## config.mk

```make
export PLATFORM = sky130hd
export DESIGN_NAME = mpi_muldiv
export DESIGN_NICKNAME = d
export VERILOG_FILES = /design/src/sv/mixture_property_interpolator_defines.svh /design/src/sv/mpi_pkg.sv /design/src/sv/mpi_muldiv.sv
export SDC_FILE = /design/constraint.sdc
export NUM_CORES = 2
export LEC_CHECK = 0
export BUFFER_PORTS_ARGS = -buffer_cell sky130_fd_sc_hd__buf_4
export CORE_ASPECT_RATIO = 2
export CORE_MARGIN = 5
export CORE_UTILIZATION = 65
export DETAILED_ROUTE_END_ITERATION = 10
export GPL_TIMING_DRIVEN = 0
export PLACE_DENSITY = 0.83
export SKIP_LAST_GASP = 1
export SLEW_MARGIN = 20
export SYNTH_ARGS = -nofsm -noshare
export SYNTH_HDL_FRONTEND = slang
export SYNTH_SLANG_ARGS = --single-unit
export TNS_END_PERCENT = 50
```

## constraint.sdc

```tcl
create_clock -name i_clk -period 8 [get_ports i_clk]
set_input_delay 0.8 -clock i_clk [delete_from_list [all_inputs] [get_ports i_clk]]
set_output_delay 0.8 -clock i_clk [all_outputs]
set_load 0.02 [all_outputs]
```

## src/sv/mixture_property_interpolator_defines.svh

```systemverilog
// Assertion macros used by the interpolator to check its own logic.
`ifndef MIXTURE_PROPERTY_INTERPOLATOR_DEFINES_SVH
`define MIXTURE_PROPERTY_INTERPOLATOR_DEFINES_SVH

// Same-cycle implication, disabled during reset.
`define MPI_ASSERT_IMP(label, clk, rst_n, ante, cons, msg) \
    label: assert property (@(posedge clk) disable iff (!rst_n) (ante) |-> (cons)) \
        else $error(msg);

// Next-cycle implication, disabled during reset.
`define MPI_ASSERT_NXT(label, clk, rst_n, ante, cons, msg) \
    label: assert property (@(posedge clk) disable iff (!rst_n) (ante) |=> (cons)) \
        else $error(msg);

`endif

```

## src/sv/mpi_pkg.sv

```systemverilog
package mpi_pkg;

    // Table geometry.
    localparam int MAX_POINTS_DEF = 16;
    localparam int NUM_MATERIALS  = 2;
    localparam int NUM_PROPERTIES = 7;
    localparam int NUM_TABLES     = NUM_MATERIALS * NUM_PROPERTIES;

    // Field widths.
    localparam int TEMP_W = 32;
    localparam int VAL_W  = 48;
    localparam int FRAC_W = 17;
    localparam int IDX_W  = 4;
    localparam int SEL_W  = 3;
    localparam int STAT_W = 2;
    localparam int SAT_IN_W = 52;

    // Multiply-divide unit operand width and quotient cap (two to the 49th).
    localparam int MD_W = 50;
    localparam logic [MD_W-1:0] QUOT_CAP = 50'h2_0000_0000_0000;

    localparam logic [FRAC_W-1:0] ONE_Q16 = 17'h10000;

    // Item kinds.
    localparam logic KIND_LOAD  = 1'b0;
    localparam logic KIND_QUERY = 1'b1;

    // Property selectors.
    localparam logic [SEL_W-1:0] PROP_DENSITY   = 3'd0;
    localparam logic [SEL_W-1:0] PROP_SPEC_HEAT = 3'd2;
    localparam logic [SEL_W-1:0] PROP_ENTHALPY  = 3'd5;
    localparam logic [SEL_W-1:0] PROP_LAST      = 3'd6;

    // Status codes.
    localparam logic [STAT_W-1:0] STATUS_OK           = 2'd0;
    localparam logic [STAT_W-1:0] STATUS_ZERO_DENSITY = 2'd1;
    localparam logic [STAT_W-1:0] STATUS_CP_NONPOS    = 2'd2;

    typedef struct packed {
        logic                     kind;
        logic                     material_slot;
        logic [SEL_W-1:0]         property_sel;
        logic [IDX_W-1:0]         point_index;
        logic signed [TEMP_W-1:0] breakpoint_temp;
        logic signed [VAL_W-1:0]  table_value;
        logic                     last_point;
        logic signed [TEMP_W-1:0] temperature;
        logic [FRAC_W-1:0]        volume_fraction;
        logic signed [VAL_W-1:0]  latent_term;
    } t_in_item;

    typedef struct packed {
        logic signed [VAL_W-1:0] density_out;
        logic signed [VAL_W-1:0] conductivity_out;
        logic signed [VAL_W-1:0] specific_heat_out;
        logic signed [VAL_W-1:0] expansion_out;
        logic signed [VAL_W-1:0] resistivity_out;
        logic signed [VAL_W-1:0] enthalpy_out;
        logic signed [VAL_W-1:0] vof_property_out;
        logic [STAT_W-1:0]       status;
    } t_out_item;

    // Saturate a wide signed value to the 48-bit range.
    function automatic logic signed [VAL_W-1:0] sat48(input logic signed [SAT_IN_W-1:0] x);
        logic signed [VAL_W-1:0] r;
        if ((&x[SAT_IN_W-1:VAL_W-1]) || !(|x[SAT_IN_W-1:VAL_W-1])) begin
            r = x[VAL_W-1:0];
        end else if (x[SAT_IN_W-1]) begin
            r = {1'b1, {(VAL_W-1){1'b0}}};
        end else begin
            r = {1'b0, {(VAL_W-1){1'b1}}};
        end
        return r;
    endfunction

endpackage

```

## src/sv/mpi_muldiv.sv

```systemverilog
module mpi_muldiv (
    input  logic                     i_clk,
    input  logic                     i_rst_n,
    input  logic                     i_start,
    input  logic [mpi_pkg::MD_W-1:0] i_a,
    input  logic [mpi_pkg::MD_W-1:0] i_b,
    input  logic [mpi_pkg::MD_W-1:0] i_d,
    output logic                     o_done,
    output logic [mpi_pkg::MD_W-1:0] o_quot
);

    localparam int W         = mpi_pkg::MD_W;
    localparam int CHUNK     = 16;
    localparam int MUL_STEPS = (W + CHUNK - 1) / CHUNK;
    localparam int BPAD      = MUL_STEPS * CHUNK;
    localparam int CNT_W     = $clog2(W);

    localparam logic [1:0] PH_IDLE = 2'd0;
    localparam logic [1:0] PH_MUL  = 2'd1;
    localparam logic [1:0] PH_CHK  = 2'd2;
    localparam logic [1:0] PH_DIV  = 2'd3;

    logic [1:0]       r_phase;
    logic [CNT_W-1:0] r_cnt;
    logic             r_done;
    logic [W-1:0]     r_a;
    logic [BPAD-1:0]  r_b;
    logic [W-1:0]     r_d;
    logic [2*W-1:0]   r_acc;
    logic [W-1:0]     r_rem;
    logic [W-1:0]     r_q;

    logic [W+CHUNK-1:0] pp;
    logic [W:0]         rem2;
    logic               qbit;

    // One partial product per cycle, high chunk of b first.
    assign pp   = r_a * r_b[BPAD-1 -: CHUNK];
    // Restoring division step: shift in the next numerator bit.
    assign rem2 = {r_rem, r_acc[W-1]};
    assign qbit = (rem2 >= {1'b0, r_d});

    // Control: multiply, overflow check, then, unless it overflows, one quotient bit a cycle.
    always_ff @(posedge i_clk) begin
        if (!i_rst_n) begin
            r_phase <= PH_IDLE;
            r_cnt   <= '0;
            r_done  <= 1'b0;
        end else begin
            r_done <= 1'b0;
            case (r_phase)
                PH_IDLE: begin
                    if (i_start) begin
                        r_phase <= PH_MUL;
                        r_cnt   <= '0;
                    end
                end
                PH_MUL: begin
                    if (r_cnt == CNT_W'(MUL_STEPS - 1)) begin
                        r_phase <= PH_CHK;
                    end
                    r_cnt <= r_cnt + 1'b1;
                end
                PH_CHK: begin
                    r_cnt <= '0;
                    if (r_acc[2*W-1:W] >= r_d) begin
                        r_phase <= PH_IDLE;
                        r_done  <= 1'b1;
                    end else begin
                        r_phase <= PH_DIV;
                    end
                end
                PH_DIV: begin
                    if (r_cnt == CNT_W'(W - 1)) begin
                        r_phase <= PH_IDLE;
                        r_done  <= 1'b1;
                    end
                    r_cnt <= r_cnt + 1'b1;
                end
                default: begin
                    r_phase <= PH_IDLE;
                end
            endcase
        end
    end

    // Datapath.
    always_ff @(posedge i_clk) begin
        case (r_phase)
            PH_IDLE: begin
                if (i_start) begin
                    r_a   <= i_a;
                    r_b   <= BPAD'(i_b);
                    r_d   <= i_d;
                    r_acc <= '0;
                end
            end
            PH_MUL: begin
                r_acc <= (r_acc << CHUNK) + (2*W)'(pp);
                r_b   <= r_b << CHUNK;
            end
            PH_CHK: begin
                // A high half at or above the divisor means a quotient past the cap.
                if (r_acc[2*W-1:W] >= r_d) begin
                    r_q <= mpi_pkg::QUOT_CAP;
                end else begin
                    r_rem <= r_acc[2*W-1:W];
                    r_q   <= '0;
                end
            end
            PH_DIV: begin
                r_rem <= qbit ? W'(rem2 - {1'b0, r_d}) : rem2[W-1:0];
                r_acc <= r_acc << 1;
                r_q   <= {r_q[W-2:0], qbit};
            end
            default: begin
                r_q <= r_q;
            end
        endcase
    end

    assign o_done = r_done;
    assign o_quot = (r_q > mpi_pkg::QUOT_CAP) ? mpi_pkg::QUOT_CAP : r_q;

endmodule

```

# [After elaboration in Yosys (flattened, before gate mapping)]
# Cells that the tools add are included.
[word_totals] regBits=373 inputBits=153 out_inout_bits=51
[classes] add_sub_neg=3 mul=1 n_lt_le_gt_ge=3 eq_ne=9 n_mux=20 n_reduce_logical=10
[op_table] operator="one-hot mux 100 bit (3 select lines)" n=1
[op_table] operator="two-way mux 50 bit" n=4
[op_table] operator="one-hot mux 50 bit (2 select lines)" n=2
[op_table] operator="one-hot mux 64 bit (2 select lines)" n=1
[op_table] operator="adder 100 x 66 -> 100 bit" n=1
[op_table] operator="two-way mux 100 bit" n=1
[op_table] operator="multiplier 50 x 16 -> 66 bit" n=1
[op_table] operator="two-way mux 64 bit" n=1
[op_table] operator="greater-or-equal comparator 51 x 50 -> 1 bit" n=1
[op_table] operator="greater-or-equal comparator 50 bit" n=1
[op_table] operator="greater-than comparator 50 bit, second input constant" n=1
[op_table] operator="subtractor 50 bit" n=1
[op_table] operator="one-hot mux 6 bit (3 select lines)" n=1
[op_table] operator="two-way mux 2 bit" n=4
[op_table] operator="inequality test 2 bit, second input constant" n=4
[op_table] operator="one-hot mux 2 bit (4 select lines)" n=1
[op_table] operator="AND reduction 2 bit" n=4
[op_table] operator="adder 6 x 1 -> 6 bit, second input constant" n=1
[op_table] operator="equality test 6 x 2 -> 1 bit, second input constant" n=1
[op_table] operator="equality test 6 bit, second input constant" n=1
[op_table] operator="two-way mux 6 bit" n=1
[op_table] operator="equality test 2 bit, second input constant" n=2
[op_table] operator="nonzero test 2 bit" n=2
[op_table] operator="AND reduction 3 bit" n=1
[op_table] operator="other kinds (6)" n=7

# [Logic depth before layout (Yosys ltp)]
[depth] depth_word=3 mapped_depth=28 mapped_depth_nobuf=24

# [Worst setup path before layout]
# Ideal clock, no wire load.
[synth_path] kind="register -> register" start="register r_b[58]" end="register r_acc[90] (data pin)" setup_ns=0.138 arrival_ns=6.578 t_required_ns=7.862 path_slack_ns=1.284 path_stages_with_launch=24 n_path_buf=3 cell_sequence="edfxtp_1 -> clkbuf_1 -> clkbuf_1 -> nand2_1 -> fa_1 -> inv_1 -> fa_1 -> fa_1 -> fa_1 -> fa_1 -> inv_1 -> fa_1 -> inv_1 -> ha_1 -> buf_4 -> nand4_1 -> or3_1 -> a2111oi_4 -> o31ai_2 -> a311oi_2 -> nor2_4 -> nor4_2 -> mux2_1 -> nor2_1"
[synth_between] elab_chain_cells=3
[synth_rtl] item="from (decl)" line_no="mpi_muldiv.sv:27" text="logic [BPAD-1:0] r_b;"
[synth_rtl] item="from (signal assigned)" line_no="mpi_muldiv.sv:93" text="r_b <= BPAD'(i_b);"
[synth_rtl] item="from (signal assigned)" line_no="mpi_muldiv.sv:100" text="r_b <= r_b << CHUNK;"
[synth_rtl] item="multiplier 50 x 16 -> 66 bit" line_no="mpi_muldiv.sv:38" text="assign pp = r_a * r_b[BPAD-1 -: CHUNK];"
[synth_rtl] item="adder 100 x 66 -> 100 bit" line_no="mpi_muldiv.sv:99" text="r_acc <= (r_acc << CHUNK) + (2*W)'(pp);"
[synth_rtl] item="one-hot mux 100 bit (3 select lines)" line_no="mpi_muldiv.sv:89" text="case (r_phase)"
[synth_rtl] item="to (signal assigned)" line_no="mpi_muldiv.sv:99"
[synth_rtl] item="to (signal assigned)" line_no="mpi_muldiv.sv:113" text="r_acc <= r_acc << 1;"
[synth_rtl] item="to (decl)" line_no="mpi_muldiv.sv:29" text="logic [2*W-1:0] r_acc;"
# Every way passes these cells.
# A chain may end at the register's enable or synchronous reset.

# [Worst setup path in the final report]
[layout_path] start="register r_b[54]" end="register r_acc[87] (data pin)"
# Same word-level chain as after synthesis.

==> reports/results.ini <==
[run_status]
status=finished with violations
violations=setup timing

[global_routing]
grt.met2_usage=0.739
met1_usage=0.404
grtUsageMet3=0.0813
grt_pass1_wl_um=249000
grt_util_all_layers=0.427
antenna_found_initial=7
grt_pass1_vias=41942
grt.busiest_layer=met2
grt_max_degree=47
overflow=0

[die]
die_y_um=393
start_util=0.654
fp-row-count=140
die_area_um2=79000
chipWidth_um=201
core_um2=72700
ios=204

[logic_synthesis]
synth_enable_flop_cells=364
yosys_warnings=0
yosysSeqAreaShare=0.234
synth_seq_cells=373
postSynthAreaPerCell_um2=9.14
synthFlopType=edfxtp_1
async_flop_share=0
synthCells=5207
syn_nets=6337
yosysTopAreaCellShare=0.303
yosys.area.top_type=fa_1
synthTopCellsByArea=fa_1 30%, edfxtp_1 23%, inv_1 8.1%
syn_area_um2=47600
ys_types=92

[detailed_routing]
drt_wl_total_um=168000
drtIter0Drc=3507
wl_per_cell_um=26.1
vias=39191
firstDrtPassIters=6
viasPerCell=6.09
drcViolationCount=0
detail-route-antenna-nets=0

[clock_tree]
cts_tree=done
postCtsHoldBufs=0
clock_latency_ns=0.62
cts_buffer_depth=3
cts_root_buf=clkbuf_16
htree_levels=2
cts_buffers=39
clk_pin_slew_ns=0.07
cts_sinks=373

[job]
cap_violations=0

[placed_design]
gp_congestion=1.09
place_inst=6346
placed_area_um2=50600
place_hpwl_um=136000
port_buffers=203

[finish]
final_core_util=0.720
final_cell_mix=1,031 x inv_1, 888 x nand2_1, 720 x fa_1
fin_area_um2=52300
nFillCells=5650
areaGrowthSynthToFinish_pct=9.99
final_common_cell=inv_1
num-nets-final=6607
fin_cells=6436
drive_above_1_share=0.0889

[setup_path]
crit_family=adder cells
crit_buf_inv=8
required_ns=8.32
startpoint=r_b[54]
worstPathArrival_ns=8.43
path_class=flip-flop to flip-flop
cpPeakStageDelay_ns=0.57
crit_path_end_kind=flip-flop
cp_max_fo=10
cp-start-kind=flip-flop
critPathMostFrequentCell=fa_1
critPathSlowestCell=edfxtp_1
r2r_start=r_b[54]

[timing]
fin_ws_ns=-0.111
hold_viol=0
fin_worst_skew_ns=0.0371
max_freq_mhz=123
period_share=1.01
tightestPinTransition_ns=1.08
setup_tns_ns=-0.134
fin_crit_ns=8.11
rsz0062_at_grt=yes
setup-violations-final=2
relSlewSlack=0.281
maxSlewViolCount=0

[worst_hold_path]
worstHoldStart=i_a[31]
hold_path.class=primary input to flip-flop

## cell usage after synthesis (all sizes together) (22+ instances only)
master  number
inv       1032
nand2      891
fa         721
and2       376
edfxtp     364
ha         256
clkbuf     231
o21ai      204
a21oi      202
nor2       126
a21o        80
xnor2       77
and3        70
nand4       58
nand3       57
xor2        51
buf         46
nor3        43
nor2b       36
o21bai      30
mux2i       22
nor4        22
## per-layer routing
layer	wire (um)	up-vias	part of all wire
met2	83100	2230	0.50
met4	24000	4	0.14
met5	31	-	0.00018
met3	11900	1030	0.071
met1	48800	19092	0.29
li1	-	16835	-
## worst paths after layout
| path | end | slack (ns) | depth (start not counted) |
|---|---|---|---|
| min | r_a[31] | 0.35 | 1 |
| max | r_acc[87] | -0.11 | 26 |
| min reg2reg | r_b[39] | 0.48 | 2 |
| max reg2reg | r_acc[87] | -0.11 | 26 |
## area by class of cell
class                           instances  area [um2]  share of cell area
Clock buffer                           45        1020              0.0195
Inverter                             1033        3880              0.0741
Buffer                                268        1240              0.0236
Tap cell                              923        1150              0.0221
Antenna cell                           10        25.0            0.000478
Sequential cell                       373       11100               0.212
Multi-Input combinational cell       3524       31600               0.603
Timing Repair Buffer                  238        2120              0.0405
Clock inverter                         22         211             0.00404
## registers in the layout, summed over array words and instances (netlist names)
name and cells:
r_phase 2, r_a 50, r_d 50, o_done 1, r_b 64, r_cnt 6, r_q 50, r_rem 50
r_acc 100
## repair_timing
item,CTS,global route
setup endpoints to repair,62,51
gates resized for setup,49,103
pin swaps,0,2
buffers inserted,11,11
## kinds of logic after synthesis
family                     synth area share
AOI/OAI and AO/OA                    0.0877
xor gates and xnor gates             0.0236
adders and majority gates             0.371
buffers and inverters                 0.106
DFF                                   0.234
muxes                               0.00510
and+or+nand+nor                       0.174
## through the flow
step                      setup WS [ns]  hold slack (ns)
final                            -0.111            0.349
after global routing             -0.110            0.345
after detailed placement          -1.11            0.493
after CTS                       0.00283            0.338
after floorplan                    1.28            0.484
after global placement            -1.15            0.493
## worst reg2reg max path: stages, from the launching register on
cell and delay, ns:
edfxtp_1 0.57, buf_2 0.51, nand2_1 0.13, fa_1 0.52
inv_1 0.05, fa_1 0.50, inv_1 0.07, fa_1 0.51
inv_1 0.06, fa_1 0.52, fa_1 0.53, inv_1 0.14
fa_1 0.53, inv_1 0.06, ha_1 0.26, buf_2 0.17
a21oi_1 0.17, o21ai_0 0.20, a21oi_1 0.55, nand4_1 0.18
a211oi_1 0.40, o21ai_4 0.18, a21oi_4 0.34, buf_6 0.23
nor3_1 0.08, xnor2_1 0.27, o21ai_1 0.10
Power is not shown: default switching activity piles up to over one toggle a cycle in this logic, so the estimate is an artifact.
